===== config.mk =====
export PLATFORM = sky130hd
export DESIGN_NAME = worker_core_dispatch_supervisor
export DESIGN_NICKNAME = d
export VERILOG_FILES = /design/src/rtl/core/wcds_pkg.sv /design/src/rtl/core/wcds_engine.sv /design/src/rtl/core/worker_core_dispatch_supervisor.sv
export SDC_FILE = /design/constraint.sdc
export NUM_CORES = 1
export LEC_CHECK = 0
export BUFFER_PORTS_ARGS = -buffer_cell sky130_fd_sc_hd__buf_2
export CAP_MARGIN = 10
export CORE_MARGIN = 4
export CORE_UTILIZATION = 60
export CTS_CLUSTER_DIAMETER = 200
export CTS_CLUSTER_SIZE = 16
export DETAILED_ROUTE_END_ITERATION = 10
export HOLD_SLACK_MARGIN = 0.05
export PLACE_DENSITY_LB_ADDON = 0.08
export SETUP_SLACK_MARGIN = 0.1
export SYNTH_ARGS = -nofsm -noshare
export SYNTH_HDL_FRONTEND = slang
export SYNTH_SLANG_ARGS = --single-unit

===== constraint.sdc =====
create_clock -name clk -period 4.85 [get_ports clk]
set_input_delay 0.2425 -clock clk [delete_from_list [all_inputs] [get_ports clk]]
set_output_delay 0.2425 -clock clk [all_outputs]
set_load 0.01 [all_outputs]

===== src/rtl/core/wcds_pkg.sv =====
package wcds_pkg;

  typedef logic [2:0] func_t;
  typedef logic [1:0] run_state_t;
  typedef logic [2:0] cause_t;

  // event codes
  localparam func_t FUNC_LAUNCH_OK   = 3'd0;
  localparam func_t FUNC_LAUNCH_FAIL = 3'd1;
  localparam func_t FUNC_DISPATCH    = 3'd2;
  localparam func_t FUNC_IDLE        = 3'd3;
  localparam func_t FUNC_CLAIM       = 3'd4;
  localparam func_t FUNC_HEARTBEAT   = 3'd5;
  localparam func_t FUNC_SERVICE     = 3'd6;
  localparam func_t FUNC_STACK_CHECK = 3'd7;

  // run states
  localparam run_state_t ST_OFF  = 2'd0;
  localparam run_state_t ST_RUN  = 2'd1;
  localparam run_state_t ST_PARK = 2'd2;
  localparam run_state_t ST_DEAD = 2'd3;

  // death causes
  localparam cause_t CAUSE_NONE        = 3'd0;
  localparam cause_t CAUSE_NO_CLAIM    = 3'd1;
  localparam cause_t CAUSE_STALLED     = 3'd2;
  localparam cause_t CAUSE_STACK       = 3'd3;
  localparam cause_t CAUSE_NO_ANNOUNCE = 3'd4;

  localparam logic [15:0] STALL_LIMIT_RESET = 16'd2000;

  typedef struct packed {
    func_t       func;
    logic [31:0] grant_us;
    logic [31:0] now_ms;
    logic        stack_intact;
  } evt_t;

  typedef struct packed {
    run_state_t  run_state;
    logic        flash_ok;
    logic        killed;
    cause_t      cause;
    logic [31:0] skipped_total;
    logic [31:0] grant_budget;
  } rsp_t;

endpackage


===== src/rtl/core/wcds_engine.sv =====
module wcds_engine (
  input  logic           clk,
  input  logic           rst,
  input  logic           cfg_we,
  input  logic [15:0]    cfg_data,
  input  logic           step,
  input  wcds_pkg::evt_t evt,
  output wcds_pkg::rsp_t result
);
  import wcds_pkg::*;

  logic [15:0] stall_limit;
  run_state_t  run_state, run_state_next;
  logic [31:0] grants_issued, grants_issued_next;
  logic [31:0] grants_taken, grants_taken_next;
  logic        worker_busy, worker_busy_next;
  logic        worker_ready, worker_ready_next;
  logic [31:0] skipped_count, skipped_count_next;
  logic [31:0] heartbeat_count, heartbeat_count_next;
  logic [31:0] last_heartbeat, last_heartbeat_next;
  logic [31:0] last_change_ms, last_change_ms_next;
  logic        watch_started, watch_started_next;
  logic [31:0] budget, budget_next;
  cause_t      cause, cause_next;
  logic        killed_next;
  logic        inactive, inactive_next;
  logic        grant_open;
  logic [31:0] elapsed;
  logic        flash_next;

  assign inactive   = (run_state == ST_OFF) || (run_state == ST_DEAD);
  assign grant_open = grants_issued != grants_taken;
  assign elapsed    = evt.now_ms - last_change_ms;

  always_comb begin
    run_state_next       = run_state;
    grants_issued_next   = grants_issued;
    grants_taken_next    = grants_taken;
    worker_busy_next     = worker_busy;
    worker_ready_next    = worker_ready;
    skipped_count_next   = skipped_count;
    heartbeat_count_next = heartbeat_count;
    last_heartbeat_next  = last_heartbeat;
    last_change_ms_next  = last_change_ms;
    watch_started_next   = watch_started;
    budget_next          = budget;
    cause_next           = cause;
    killed_next          = 1'b0;
    unique case (evt.func)
      FUNC_LAUNCH_OK: begin
        run_state_next = ST_RUN;
        cause_next     = CAUSE_NONE;
      end
      FUNC_LAUNCH_FAIL: begin
        run_state_next = ST_DEAD;
        cause_next     = CAUSE_NO_ANNOUNCE;
        killed_next    = 1'b1;
      end
      FUNC_DISPATCH: begin
        if (!inactive) begin
          if (worker_busy) begin
            skipped_count_next = skipped_count + 32'd1;
          end else begin
            budget_next        = evt.grant_us;
            grants_issued_next = grants_issued + 32'd1;
          end
        end
      end
      FUNC_IDLE: begin
        if (!inactive) begin
          worker_busy_next  = 1'b0;
          worker_ready_next = 1'b1;
          run_state_next    = ST_PARK;
        end
      end
      FUNC_CLAIM: begin
        if (run_state == ST_PARK && grant_open) begin
          grants_taken_next = grants_issued;
          worker_busy_next  = 1'b1;
          run_state_next    = ST_RUN;
        end
      end
      FUNC_HEARTBEAT: begin
        if (!inactive) heartbeat_count_next = heartbeat_count + 32'd1;
      end
      FUNC_SERVICE: begin
        if (!inactive) begin
          // parked with nothing pending, or first tick: re-arm only
          if ((run_state == ST_PARK && !grant_open) || !watch_started) begin
            last_heartbeat_next = heartbeat_count;
            last_change_ms_next = evt.now_ms;
            watch_started_next  = 1'b1;
          end else if (heartbeat_count != last_heartbeat) begin
            last_heartbeat_next = heartbeat_count;
            last_change_ms_next = evt.now_ms;
          end else if (elapsed > {16'd0, stall_limit}) begin
            run_state_next = ST_DEAD;
            cause_next     = grant_open ? CAUSE_NO_CLAIM : CAUSE_STALLED;
            killed_next    = 1'b1;
          end
        end
      end
      FUNC_STACK_CHECK: begin
        if (run_state == ST_RUN && !evt.stack_intact) begin
          run_state_next = ST_DEAD;
          cause_next     = CAUSE_STACK;
          killed_next    = 1'b1;
        end
      end
    endcase
  end

  assign inactive_next = (run_state_next == ST_OFF) || (run_state_next == ST_DEAD);

  always_comb begin
    if (inactive_next) begin
      flash_next = 1'b1;
    end else if (!worker_ready_next) begin
      flash_next = 1'b0;
    end else begin
      flash_next = (grants_issued_next == grants_taken_next) && !worker_busy_next;
    end
  end

  always_comb begin
    result.run_state     = run_state_next;
    result.flash_ok      = flash_next;
    result.killed        = killed_next;
    result.cause         = cause_next;
    result.skipped_total = skipped_count_next;
    result.grant_budget  = budget_next;
  end

  always_ff @(posedge clk) begin
    if (rst) begin
      stall_limit <= STALL_LIMIT_RESET;
    end else if (cfg_we) begin
      stall_limit <= cfg_data;
    end
  end

  always_ff @(posedge clk) begin
    if (rst) begin
      run_state       <= ST_OFF;
      grants_issued   <= '0;
      grants_taken    <= '0;
      worker_busy     <= 1'b0;
      worker_ready    <= 1'b0;
      skipped_count   <= '0;
      heartbeat_count <= '0;
      last_heartbeat  <= '0;
      last_change_ms  <= '0;
      watch_started   <= 1'b0;
      budget          <= '0;
      cause           <= CAUSE_NONE;
    end else if (step) begin
      run_state       <= run_state_next;
      grants_issued   <= grants_issued_next;
      grants_taken    <= grants_taken_next;
      worker_busy     <= worker_busy_next;
      worker_ready    <= worker_ready_next;
      skipped_count   <= skipped_count_next;
      heartbeat_count <= heartbeat_count_next;
      last_heartbeat  <= last_heartbeat_next;
      last_change_ms  <= last_change_ms_next;
      watch_started   <= watch_started_next;
      budget          <= budget_next;
      cause           <= cause_next;
    end
  end

`ifndef ASSERT_OFF
  a_kill_goes_dead: assert property (@(posedge clk) disable iff (rst)
    step && result.killed |=> run_state == ST_DEAD && cause != CAUSE_NONE)
    else $error("kill did not leave the worker dead with a cause");

  a_idle_holds_state: assert property (@(posedge clk) disable iff (rst)
    !step |=> $stable(run_state) && $stable(grants_issued) && $stable(heartbeat_count))
    else $error("state moved without an event");

  a_taken_catches_up: assert property (@(posedge clk) disable iff (rst)
    step |=> grants_taken == $past(grants_taken) || grants_taken == $past(grants_issued))
    else $error("grant count taken jumped to an unexpected value");

  a_inactive_flash: assert property (@(posedge clk) disable iff (rst)
    step && (result.run_state == ST_OFF || result.run_state == ST_DEAD) |-> result.flash_ok)
    else $error("flash not reported safe while worker is inactive");
`endif

endmodule


===== src/rtl/core/worker_core_dispatch_supervisor.sv =====
// Worker core supervisor: takes one event beat per clock and returns one result beat
// per event, in order. Each event is held in an input register, then applied to the
// supervisor state and the outcome captured in a result register, so a result beat
// is offered once its event has passed the input register and then the result
// register, and the block sustains one event per clock; it only stalls when the
// result register is held by rsp_ready low.
// stall_limit (cfg_data) is written when cfg_we is high and rst low, resets to 2000 ms.
module worker_core_dispatch_supervisor (
  input  logic           clk,
  input  logic           rst,
  input  logic           cfg_we,
  input  logic [15:0]    cfg_data,
  input  logic           req_valid,
  output logic           req_ready,
  input  wcds_pkg::evt_t req,
  output logic           rsp_valid,
  input  logic           rsp_ready,
  output wcds_pkg::rsp_t rsp
);
  import wcds_pkg::*;

  logic  evt_valid;
  evt_t  evt;
  logic  step;
  rsp_t  result;

  assign step      = evt_valid && (!rsp_valid || rsp_ready);
  assign req_ready = !evt_valid || step;

  always_ff @(posedge clk) begin
    if (rst) begin
      evt_valid <= 1'b0;
      rsp_valid <= 1'b0;
    end else begin
      if (req_valid && req_ready) begin
        evt_valid <= 1'b1;
      end else if (step) begin
        evt_valid <= 1'b0;
      end
      if (step) begin
        rsp_valid <= 1'b1;
      end else if (rsp_ready) begin
        rsp_valid <= 1'b0;
      end
    end
  end

  always_ff @(posedge clk) begin
    if (req_valid && req_ready) evt <= req;
    if (step) rsp <= result;
  end

  wcds_engine u_engine (
    .clk      (clk),
    .rst      (rst),
    .cfg_we   (cfg_we),
    .cfg_data (cfg_data),
    .step     (step),
    .evt      (evt),
    .result   (result)
  );

endmodule

== After elaboration in Yosys (flattened, before gate mapping) ==
Cells that the tools add are included.
Word-level totals
  flip-flop bits (word level): 389
  input port bits: 89
  output and inout port bits: 73
  logic and storage cells: 117
Cells by class
  add/subtract/negate cells: 4
  magnitude comparators: 1
  eq/ne operators: 14
  mux-type cells: 46
  bitwise logic cells: 1
  reduce and logical (&&, ||, !) cells: 26
Operator list (count)
  $mux 32: 15
  $add 32x1->32 const B: 3
  $ne 32x32->1: 2
  $eq 32x32->1: 1
  $gt 32x16->1: 1
  $sub 32x32->32: 1
  $mux 2: 8
  $mux 3: 5
  $mux 1: 14
  $eq 3x3->1 const B: 4
  $pmux 2 s6: 1
  $pmux 3 s4: 1
  $reduce_and 4->1: 2
  $eq 2x2->1 const B: 3
  $eq 3x2->1 const B: 2
  $logic_and 1x1->1: 6
  $logic_not 1->1: 6
  $reduce_bool 2->1: 3
  $logic_or 1x1->1: 5
  $logic_not 2->1: 2
  $eq 3x1->1 const B: 1
  $logic_not 3->1: 1
  $pmux 1 s3: 1
  $reduce_and 3->1: 1
  other kinds (3): 3

== Longest topological paths before layout ==
Gate-level depths: netlist of run 1.
  word-level depth: 9
  mapped depth: 23
  mapped depth without buffers: 23

== By module ==
Synthesis of run 1 repeated with hierarchy kept, for this count alone.
Unflattened totals
  cell total of the unflattened synthesis: 1979
  area, all modules: 19276.0 um^2
By module, submodules not included
  wcds_engine: times used 1, cells an instance 1830, area each 14998.1 um^2
  worker_core_dispatch_supervisor: times used 1, cells an instance 149, area each 4277.9 um^2

== Worst setup path before layout of run 1 ==
Ideal clock, no wire load.
  kind: register to register
  from: register evt[4] (netlist name)
  to: register rsp[68] (netlist name) (data pin)
  arrival time: 4.026 ns
  data required time: 4.578 ns
  slack: 0.552 ns
  stages on the path, launching flop included: 23
  path buffers: 0
  period minus slack after synthesis: 4.298 ns
  cells stage by stage: edfxtp_1 > ha_1 > and2_1 > a221oi_2 > nand2_1 > and2_1 > o21ai_0 > nand2b_1 > a21oi_1 > o21bai_1 > xor2_1 > ha_1 > a211oi_1 > nor2_1 > nor3_1 > o221ai_1 > o21ai_0 > nand4_1 > nor4b_4 > a41oi_4 > a31oi_4 > a211o_1 > o2111ai_1
On the way
  cells in the longest elaborated chain, start to end: 9
  elaborated cells on any way between the ends: 10
Ends and longest elaborated chain
  $sub 32x32->32 *: line wcds_engine.sv:33  | assign elapsed = evt.now_ms - last_change_ms;
  $gt 32x16->1 *: line wcds_engine.sv:96  | end else if (elapsed > {16'd0, stall_limit}) begin
  $mux 2 *: line wcds_engine.sv:96
  $mux 2 *: line wcds_engine.sv:93  | end else if (heartbeat_count != last_heartbeat) begin
  $mux 2 *: line wcds_engine.sv:89  | if ((run_state == ST_PARK && !grant_open) || !watch_started) begin
  $mux 2 *: line wcds_engine.sv:87  | if (!inactive) begin
  $pmux 2 s6 *: line wcds_engine.sv:49  | unique case (evt.func)
  $eq 2x2->1 / $logic_not 2->1 (equally long branches): line wcds_engine.sv:113  | assign inactive_next = (run_state_next == ST_OFF) || (run_state_next == ST_DEAD);
  $logic_or 1x1->1 *: line wcds_engine.sv:113
  to (signal assigned): line worker_core_dispatch_supervisor.sv:50  | if (step) rsp <= result;
  to (decl): line worker_core_dispatch_supervisor.sv:18  | output wcds_pkg::rsp_t rsp
Every way passes the cells marked *; elsewhere a longest branch is shown, timed or not.
A chain may end at the register's enable or synchronous reset.

==> results of run 1 <==
## cell type report
class                   instances  area, um^2
well taps                     402       503.0
multi-input cells            1453        9270
flip-flops and latches        389        9180
repair buffers                263        1805
fillers                      2457        9646
clock buffers                  48       775.7
clock inverters                 2       32.53
inverters                      69       261.5
## routing by layer
metal  global-route usage, %  share of wire, %  up-vias  routed length, um
li1                        -                 -     7396                  -
met1                   34.47                45     7116              20370
met5                       0             0.029        -                 13
met2                   41.86                47      366              21360
met4                   4.522               1.4        2                648
met3                   4.227               6.1       53               2747
## final timing paths
check	slack (ps)	startpoint	endpoint
worst max-delay path	330	evt[4]	rsp[65]
worst max register to register	330	evt[4]	rsp[65]
worst min-delay path	190	cfg_we	u_engine.stall_limit[9]
worst min register to register	450	u_engine.budget[0]	u_engine.budget[0]
## per-stage QoR
step	util (%)	setup WS [ps]	area, um^2	hold slack [ps]
floorplan	-	551.7	19140	341.4
global placement	63.88	234.3	20100	418.7
detailed placement	63.88	122.6	20100	420.6
CTS	69.18	116.6	21770	158.6
global route	69.35	99.23	21830	196.7
finish	69.35	334.3	21830	187.9
## sequential cells by signal (all words and copies together) (netlist names), 2 cells and up
name,cells
rsp,71
evt,68
u_engine.budget,32
u_engine.grants_issued,32
u_engine.grants_taken,32
u_engine.heartbeat_count,32
u_engine.last_change_ms,32
u_engine.last_heartbeat,32
u_engine.skipped_count,32
u_engine.stall_limit,16
u_engine.cause,3
u_engine.run_state,2
## cells by family after synthesis
group	Yosys count	synth area share, %
flip-flops	389	47.95
AO/OA/AOI/OAI	308	10.18
multiplexers	114	6.177
XOR/XNOR	200	9.152
buffers and inverters	175	3.857
adder cells (fa/ha/maj)	55	3.634
AND/OR/NAND/NOR	776	19.05
## cells in the final DEF, fill, tap and decap left out, types with 15 or more instances in the layout
cell and count:
clkbuf_1 20, mux2_2 33, edfxtp_1 139, nor4_1 15
mux2i_1 81, nor3_1 38, a21oi_1 146, xor2_1 128
nand4_1 45, nor2_1 223, o21ai_0 43, or3_1 24
and3_1 24, buf_4 15, ha_1 52, nand3_1 76
dlygate4sd3_1 86, xnor2_1 72, dfxtp_1 249, nand2_1 248
o211ai_1 16, buf_2 160, clkbuf_16 28, inv_1 65
## power breakdown
group / total [mW] / internal, mW / switching, mW
sequential: 3.49 / 3.45 / 0.0359
combinational: 0.563 / 0.227 / 0.337
clock: 2.20 / 1.09 / 1.11
total: 6.26 / 4.77 / 1.49
## timing repair
| action | CTS | global route |
|---|---|---|
| endpoints found under the hold margin | 86 | 0 |
| gates resized for setup | 0 | 8 |
| buffers inserted | 0 | 2 |
| setup endpoints to repair | 0 | 12 |
| hold buffers | 86 | 0 |
## worst min-delay path: stages
cell,delay [ps]
buf_2,270
nand2_1,120
o211ai_1,70
==> impl_metrics.yaml, run 1 <==
outcome:
  status: "completed"
timing:
  finalSetupTns_ps: 0
  max_clock_freq_mhz: 221.4
  slew_headroom_pct: 29.12
  period_share_pct: 93.11
  fin_crit_ps: 4516
  finalHoldViolations: 0
  skew_ps: 25.49
  rsz0062_at_grt: "no"
  setup_viol_count_final: 0
  slew_violations: 0
  worstMarginPinSlew_ps: 1063
synth:
  synthCells: 2017
  yosysMostFrequentCell: "dfxtp_1"
  ys_types: 88
  ys.flop_type: "dfxtp_1"
  synth_common_cells: "dfxtp_1 (250), nand2_1 (249), nor2_1 (224), a21oi_1 (146), edfxtp_1 (139)"
  synth_top_area_share_pct: 26.15
  syn-cell-area_um2: 19140
  ys_top_cells_by_area: "dfxtp_1 (26%), edfxtp_1 (22%), xor2_1 (5.9%)"
  ys_warn_count: 0
  synth_fp_nets: 2161
  synth_area_leader_cell: "dfxtp_1"
  yosysSeqAreaShare_pct: 47.95
  synth-seq-cells: 389
  syn_avg_cell_area_um2: 9.490
  ys_async_sr_fraction_pct: 0
  synth-edff-count: 139
clocking:
  cts_tree: "built"
  clock_path_buffers: 3
  cts.sink_count: 389
  cts_max_level: 1
  insertion_delay_ps: 580
  clockRootBuffer: "clkbuf_16"
  path_clk_slew_ps: 80
  cts_buffers: 28
critical_path:
  reg2reg_depth: 22
  worstPathArrival_ps: 4820
  cpMostUsedCell: "and2_1"
  cp_num_buf_inv: 0
  crit_path_max_incr_delay_ps: 430
  cp_top_family: "simple AND/OR/NAND/NOR gates"
  crit_type: "register to register"
  end_kind: "register"
  cp_slowest_cell: "edfxtp_1"
  crit_chain: "ha_4, and2_1, a221oi_2, nand2_1, and2_1, o21ai_1, nand2b_1, a21oi_1, o21bai_1, xor2_1, ha_1, a211oi_2, nor2_1, nor3_1, o221ai_1, o21ai_2, nand4_1, nor4b_4, a41oi_4, and2_1, nor3_1, a211oi_1"
  path_max_fanout: 5
  path_depth: 22
  worstSetupStartpointType: "register"
  required_ps: 5150
final_layout:
  final_cells: 2626
  n_antenna_cell: 0
  fin_nets: 2348
  areaGrowthSynthToFinish_pct: 14.04
  drive_above_1_share_pct: 12.63
die:
  io_pins: 162
  start_util_pct: 60.81
  die_h_um: 186.6
  die_w_um: 186.6
  num_rows: 65
  die-area_um2: 34820
  core_um2: 31470
route:
  wire_per_inst_um: 17.19
  initialDrtViolationCount: 1014
  drc: 0
  vias_per_cell: 5.687
  ant_nets: 0
  via_count: 14930
  first_pass_iters: 5
  wirelength_um: 45140
placed_design:
  dp_cells: 2488
  port_buffers: 161
  hpwl_um: 30620
  place.gp.congestion: 0.8875
global_routing:
  grt_pass1_vias: 14300
  antenna_found_initial: 1
  grt_max_degree: 131
  grt_overflow_total: 0
  grt_pass1_wl_um: 73370
  grtUsageTotal_pct: 24.87
worst_hold_path:
  hp-class: "input pin to register"
  holdPathStages: 3
pwr:
  powerDensity_nw_per_um2: 286.7
  power_mw: 6.258
  power_leakage_nw: 8.162
  irDropWorstVdd_mv: 0.2637
job:
  maxCapViolCount: 0
Note: power is estimated with default switching activity, not from simulation.
==> run 2, diff against run 1 <==
--- a/config.mk
+++ b/config.mk
@@ -8,13 +8,14 @@
 export BUFFER_PORTS_ARGS = -buffer_cell sky130_fd_sc_hd__buf_2
 export CAP_MARGIN = 10
 export CORE_MARGIN = 4
-export CORE_UTILIZATION = 60
-export CTS_CLUSTER_DIAMETER = 200
+export CORE_UTILIZATION = 54
+export CTS_CLUSTER_DIAMETER = 80
 export CTS_CLUSTER_SIZE = 16
 export DETAILED_ROUTE_END_ITERATION = 10
 export HOLD_SLACK_MARGIN = 0.05
 export PLACE_DENSITY_LB_ADDON = 0.08
 export SETUP_SLACK_MARGIN = 0.1
+export SLEW_MARGIN = 15
 export SYNTH_ARGS = -nofsm -noshare
 export SYNTH_HDL_FRONTEND = slang
 export SYNTH_SLANG_ARGS = --single-unit
==> constraint.sdc (replaced) <==
create_clock -name clk -period 4.1 [get_ports clk]
set_input_delay 0.205 -clock clk [delete_from_list [all_inputs] [get_ports clk]]
set_output_delay 0.205 -clock clk [all_outputs]
set_load 0.01 [all_outputs]
==> impl_metrics.yaml, run 2 (same netlist as run 1, synthesis figures left out) <==
global_routing:
  grt_pass1_wl_um: 74400
  top_usage_layer: "met2"
  grtUsageTotal_pct: 23.06
  grt_overflow_total: 0
  grt_pass1_vias: 14530
  met3_usage_pct: 3.435
  grt_max_degree: 115
  antenna_found_initial: 0
  use_met1_pct: 34.03
  use_met2_pct: 36.67
die:
  io_pins: 162
  die-area_um2: 38520
  num_rows: 68
  start_util_pct: 55.14
  die_h_um: 196.3
  die_w_um: 196.3
  core_um2: 34710
pwr:
  powerDensity_nw_per_um2: 335.6
  p_clk_share_pct: 35.8
  irDropWorstVdd_mv: 0.3694
  power_mw: 7.548
  netSwitchingFraction_pct: 24.01
  combPwrFrac_pct: 9.6
  power_switching_mw: 1.812
  pwr-share-seq_pct: 54.7
  p_int_mw: 5.736
  power_leakage_nw: 8.488
clocking:
  cts_buffers: 29
  path_clk_slew_ps: 80
  cts_max_level: 1
  clockRootBuffer: "clkbuf_16"
  clock_path_buffers: 3
  cts_tree: "built"
  insertion_delay_ps: 580
  cts.sink_count: 389
critical_path:
  r2r-end: "rsp[68]"
  required_ps: 4420
  crit_path_max_incr_delay_ps: 430
  end_kind: "register"
  reg2reg_depth: 22
  worstPathArrival_ps: 4640
  cp_slowest_cell: "edfxtp_1"
  crit_type: "register to register"
  critPathCapture: "rsp[68]"
  path_max_fanout: 3
  reg2reg_slack_ps: -220
  crit_chain: "ha_4, and2_4, o211ai_1, buf_4, buf_4, buf_4, a21oi_4, o21a_1, nor2_1, xnor2_1, ha_1, nand4_1, buf_4, buf_4, o221ai_2, o21ai_2, nand4_1, nor4b_4, a41oi_4, a31oi_4, a211o_1, o2111ai_1"
  cpMostUsedCell: "buf_4"
  startpoint: "evt[5]"
  r2r_start: "evt[5]"
  worstSetupStartpointType: "register"
timing:
  fin_crit_ps: 4322
  rsz0062_at_grt: "yes"
  worstMarginPinSlew_ps: 1064
  finalHoldViolations: 0
  fin_ws_ps: -221.5
  period_share_pct: 105.4
  slew_violations: 0
  max_clock_freq_mhz: 231.4
  slew_headroom_pct: 29.04
  setup_viol_count_final: 12
  skew_ps: 12.13
final_layout:
  final_cells: 2733
  mostFrequentLayoutCell: "dfxtp_1"
  fin_nets: 2401
  reg_top3: "rsp x71, evt x68"
  regMostFlops: "rsp"
  n_antenna_cell: 0
  areaGrowthSynthToFinish_pct: 17.50
  mostFrequentLayoutCells: "dfxtp_1 (250), nand2_1 (246), nor2_1 (223)"
  drive_above_1_share_pct: 15.67
  largest_reg_flops: 71
worst_hold_path:
  hp-class: "input pin to register"
placed_design:
  place.gp.congestion: 0.9167
  dp_cells: 2588
  port_buffers: 161
  hpwl_um: 31400
route:
  wire_per_inst_um: 16.95
  wirelength_um: 46320
  via_count: 15140
  vias_per_cell: 5.540
  first_pass_iters: 5
  initialDrtViolationCount: 967
  ant_nets: 0
  drc: 0
job:
  maxCapViolCount: 0
outcome:
  violations: "setup timing"
  status: "finished with violations"
==> run 2: changes by cell type in the layout (fill, tap and decap cells not counted), moves of 3 or more <==
cell      change
inv_6         +3
nor3_1        -3
a21oi_1       -4
buf_6         +3
and2_4        +3
clkbuf_1      -3
buf_4        +46
and2_1        -3
==> run 2: cell type report <==
cell class | count | area (um^2)
fillers | 2894 | 12220
multi-input cells | 1453 | 9403
flip-flops and latches | 389 | 9179
repair buffers | 315 | 2235
clock buffers | 47 | 803.3
well taps | 455 | 569.3
inverters | 69 | 261.5
clock inverters | 5 | 40.04
==> run 2: how the worst min path moves through the flow <==
stage / from / endpoint / slack, ps / depth (start not counted)
floorplan: req[0] / evt[0] / 300 / 0
global placement: req[8] / evt[8] / 380 / 1
detailed placement: req[6] / evt[6] / 380 / 1
CTS: rst / u_engine.skipped_count[18] / 80 / 2
global route: rst / u_engine.skipped_count[12] / 120 / 2
finish: rst / u_engine.last_change_ms[4] / 110 / 2
==> run 2: power by group through the flow <==
| stage | clock [mW] | combinational [mW] | sequential, mW |
|---|---|---|---|
| finish | 2.70 | 0.721 | 4.13 |
| global route | 2.93 | 0.793 | 4.13 |
| CTS | 2.78 | 0.709 | 4.12 |
| detailed placement | 0 | 0.628 | 4.21 |
| global placement | 0 | 0.622 | 4.21 |
| floorplan | 0 | 0.386 | 4.22 |
==> run 2: per-stage QoR <==
step	util [%]	hold WS (ps)	setup slack [ps]	setup TNS [ps]	instance area (um^2)
floorplan	-	303.9	14.96	0	19200
global placement	59.36	381.4	-213.3	-1630	20610
detailed placement	59.36	383.1	-315.3	-2924	20610
CTS	64.57	82.77	-162.6	-1085	22420
global route	64.79	115.1	-430.3	-3892	22490
finish	64.79	108.9	-221.5	-1577	22490
==> run 2: metal layers <==
metal | vias up | part of all wire, %
met3 | 44 | 6.3
li1 | 7492 | -
met5 | - | 0
met1 | 7231 | 47
met4 | 0 | 1.4
met2 | 375 | 46
==> run 2: critical path: cells and delay by family (launching register included) <==
family / cells / cell delay, ps
AOI/OAI and AO/OA: 9 / 1350
and+or+nand+nor: 5 / 870
buffers and inverters: 5 / 640
adders and majority gates: 2 / 620
DFF: 1 / 430
xor gates and xnor gates: 1 / 130
==> run 2: timing repair <==
| item | CTS | global route |
|---|---|---|
| gates resized for setup | 15 | 10 |
| hold buffers | 87 | 0 |
| buffers inserted | 4 | 2 |
| pin swaps | 11 | 13 |
| setup endpoints to repair | 12 | 12 |
| endpoints found under the hold margin | 86 | 0 |
==> run 3, diff against run 2 <==
--- a/config.mk
+++ b/config.mk
@@ -5,10 +5,11 @@
 export SDC_FILE = /design/constraint.sdc
 export NUM_CORES = 1
 export LEC_CHECK = 0
+export ABC_AREA = 1
 export BUFFER_PORTS_ARGS = -buffer_cell sky130_fd_sc_hd__buf_2
 export CAP_MARGIN = 10
 export CORE_MARGIN = 4
-export CORE_UTILIZATION = 54
+export CORE_UTILIZATION = 55
 export CTS_CLUSTER_DIAMETER = 80
 export CTS_CLUSTER_SIZE = 16
 export DETAILED_ROUTE_END_ITERATION = 10
==> impl_metrics.yaml, run 3 <==
critical_path:
  end_kind: "register"
  path_max_fanout: 4
  cpMostUsedCell: "nand2_1"
  crit_path_max_incr_delay_ps: 420
  r2r-end: "rsp[68]"
  worstSetupStartpointType: "register"
  cp_num_buf_inv: 2
  r2r_start: "evt[1]"
  reg2reg_depth: 26
  worstPathArrival_ps: 4050
  required_ps: 4450
  cp_top_family: "simple AND/OR/NAND/NOR gates"
  cp_slowest_cell: "fa_1"
  reg2reg_slack_ps: 400
  crit_type: "register to register"
pwr:
  irDropWorstVdd_mv: 0.3897
  p_int_mw: 6.012
  power_switching_mw: 2.240
  p_clk_share_pct: 33.2
  pwr-share-seq_pct: 52.4
  netSwitchingFraction_pct: 27.15
  power_leakage_nw: 10.76
  powerDensity_nw_per_um2: 351.1
  combPwrFrac_pct: 14.4
  power_mw: 8.252
timing:
  finalHoldViolations: 0
  hold_slack_ps: 108.0
  max_clock_freq_mhz: 270.3
  slew_violations: 0
  rsz0062_at_grt: "no"
  finalSetupTns_ps: 0
  skew_ps: 26.87
  setup_viol_count_final: 0
  period_share_pct: 90.22
  worstMarginPinSlew_ps: 1049
  slew_headroom_pct: 30.07
  fin_crit_ps: 3699
die:
  start_util_pct: 55.79
  die_w_um: 200.7
  die-area_um2: 40280
  io_pins: 162
  die_h_um: 200.7
  num_rows: 70
  core_um2: 36610
final_layout:
  fin_nets: 3131
  fillCellCount: 3259
  reg_top3: "rsp x71, evt x68"
  drive_above_1_share_pct: 8.873
  mostFrequentLayoutCell: "nand2_1"
  mostFrequentLayoutCells: "nand2_1 (609), inv_1 (507), o21ai_0 (282)"
  seqCellArea_um2: 9179
  final_cells: 3478
  regMostFlops: "rsp"
  largest_reg_flops: 71
  multi_input_area_um2: 8954
  areaGrowthSynthToFinish_pct: 15.07
route:
  drc: 0
  ant_nets: 0
  via_count: 18350
  initialDrtViolationCount: 1375
  wire_per_inst_um: 15.13
  vias_per_cell: 5.275
  first_pass_iters: 6
  wirelength_um: 52630
synth:
  ys_types: 48
  synth-edff-count: 139
  ys_async_sr_fraction_pct: 0
  yosysSeqAreaShare_pct: 44.94
  syn-cell-area_um2: 20430
  synth_fp_nets: 2918
  ys_warn_count: 0
  synth_common_cells: "nand2_1 (612), inv_1 (509), o21ai_0 (282), dfxtp_1 (250), a21oi_1 (240)"
  syn_avg_cell_area_um2: 7.363
  synth_area_leader_cell: "dfxtp_1"
  ys.flop_type: "dfxtp_1"
  ys_top_cells_by_area: "dfxtp_1 (25%), edfxtp_1 (20%), nand2_1 (11%)"
  synth-seq-cells: 389
  yosysMostFrequentCell: "nand2_1"
  synthCells: 2774
  synth_top_area_share_pct: 24.50
clocking:
  path_clk_slew_ps: 70
  insertion_delay_ps: 600
  cts.sink_count: 389
  clockRootBuffer: "clkbuf_16"
  clock_path_buffers: 3
  cts_buffers: 29
  cts_setup_buffers: 0
  cts_max_level: 1
  cts_tree: "built"
global_routing:
  grt_pass1_vias: 17240
  grt_max_degree: 104
  grt_pass1_wl_um: 86240
  antenna_found_initial: 1
  grt_overflow_total: 0
  grtUsageTotal_pct: 25.34
placed_design:
  dp_cells: 3325
  port_buffers: 161
  hpwl_um: 36700
  place.gp.congestion: 0.9195
outcome:
  status: "completed"
worst_hold_path:
  hold_end: "u_engine.stall_limit[0]"
  min-delay-start: "cfg_we"
  holdPathStages: 3
  hp-class: "input pin to register"
job:
  maxCapViolCount: 0
-- run 3: cell types whose count changed after synthesis, moves of 24 or more --
cell,previous run,this run
nor2_1,224,185
a21oi_1,146,240
xor2_1,128,75
mux2i_1,81,0
xnor2_1,72,11
nand2_1,249,612
o21ai_0,45,282
mux2_2,33,0
or3_1,24,0
inv_1,65,509
-- run 3: layout make-up --
cell class / instances / share of cell area, %
diodes: 1 / 0.01065
clock buffers: 49 / 3.449
clock inverters: 4 / 0.2076
inverters: 530 / 8.480
multi-input cells: 1761 / 38.09
flip-flops and latches: 389 / 39.05
well taps: 468 / 2.491
repair buffers: 276 / 8.219
-- run 3: through the flow --
| step | worst slack (ps) | util (%) | area [um^2] |
|---|---|---|---|
| 2_1_floorplan | 882.9 | - | 20430 |
| 3_3_place_gp | 444.0 | 59.01 | 21600 |
| 3_5_place_dp | 356.1 | 59.01 | 21600 |
| 4_1_cts | 333.0 | 64.06 | 23450 |
| 5_1_grt | 105.6 | 64.20 | 23510 |
| 6_report | 400.8 | 64.20 | 23510 |
-- run 3: cell families after synthesis --
logic type | Yosys count | share of synthesized area [%]
simple gates | 1052 | 22.00
buf+inv | 624 | 11.56
compound gates | 568 | 14.41
flops | 389 | 44.94
xor+xnor | 86 | 3.688
fa+ha+maj | 55 | 3.406
-- run 3: repair_timing --
action                                 4_1_cts  5_1_grt
gates resized for setup                      0       10
hold buffers                                99        0
endpoints found under the hold margin       86        0
setup endpoints to repair                    0        1
-- run 3: routing by layer --
layer	vias to the layer above	global-route usage (%)	part of all wire, %
li1	9344	-	-
met4	0	6.563	2.4
met1	8407	34.85	45
met3	80	2.827	5.8
met5	-	0	0
met2	517	43.02	47
-- run 3: power by group through the flow --
stage | Combinational (mW) | Clock [mW] | Sequential (mW)
2_1_floorplan | 0.767 | 0 | 4.40
3_3_place_gp | 1.07 | 0 | 4.40
3_5_place_dp | 1.10 | 0 | 4.41
4_1_cts | 1.18 | 2.80 | 4.32
5_1_grt | 1.35 | 2.96 | 4.35
6_report | 1.19 | 2.74 | 4.32
-- run 3: worst min-delay path, cell delays in order --
cell	delay, ps
buf_2	190
o21ai_0	190
nor2_1	60
-- run 3: worst max-delay path by stage --
stage	cells past startpoint	endpoint	start	slack (ps)
2_1_floorplan	4	rsp[0]	rsp_valid	880
3_3_place_gp	25	rsp[68]	evt[1]	440
3_5_place_dp	25	rsp[68]	evt[1]	360
4_1_cts	25	rsp[68]	evt[1]	330
5_1_grt	25	rsp[68]	evt[14]	110
6_report	26	rsp[68]	evt[1]	400
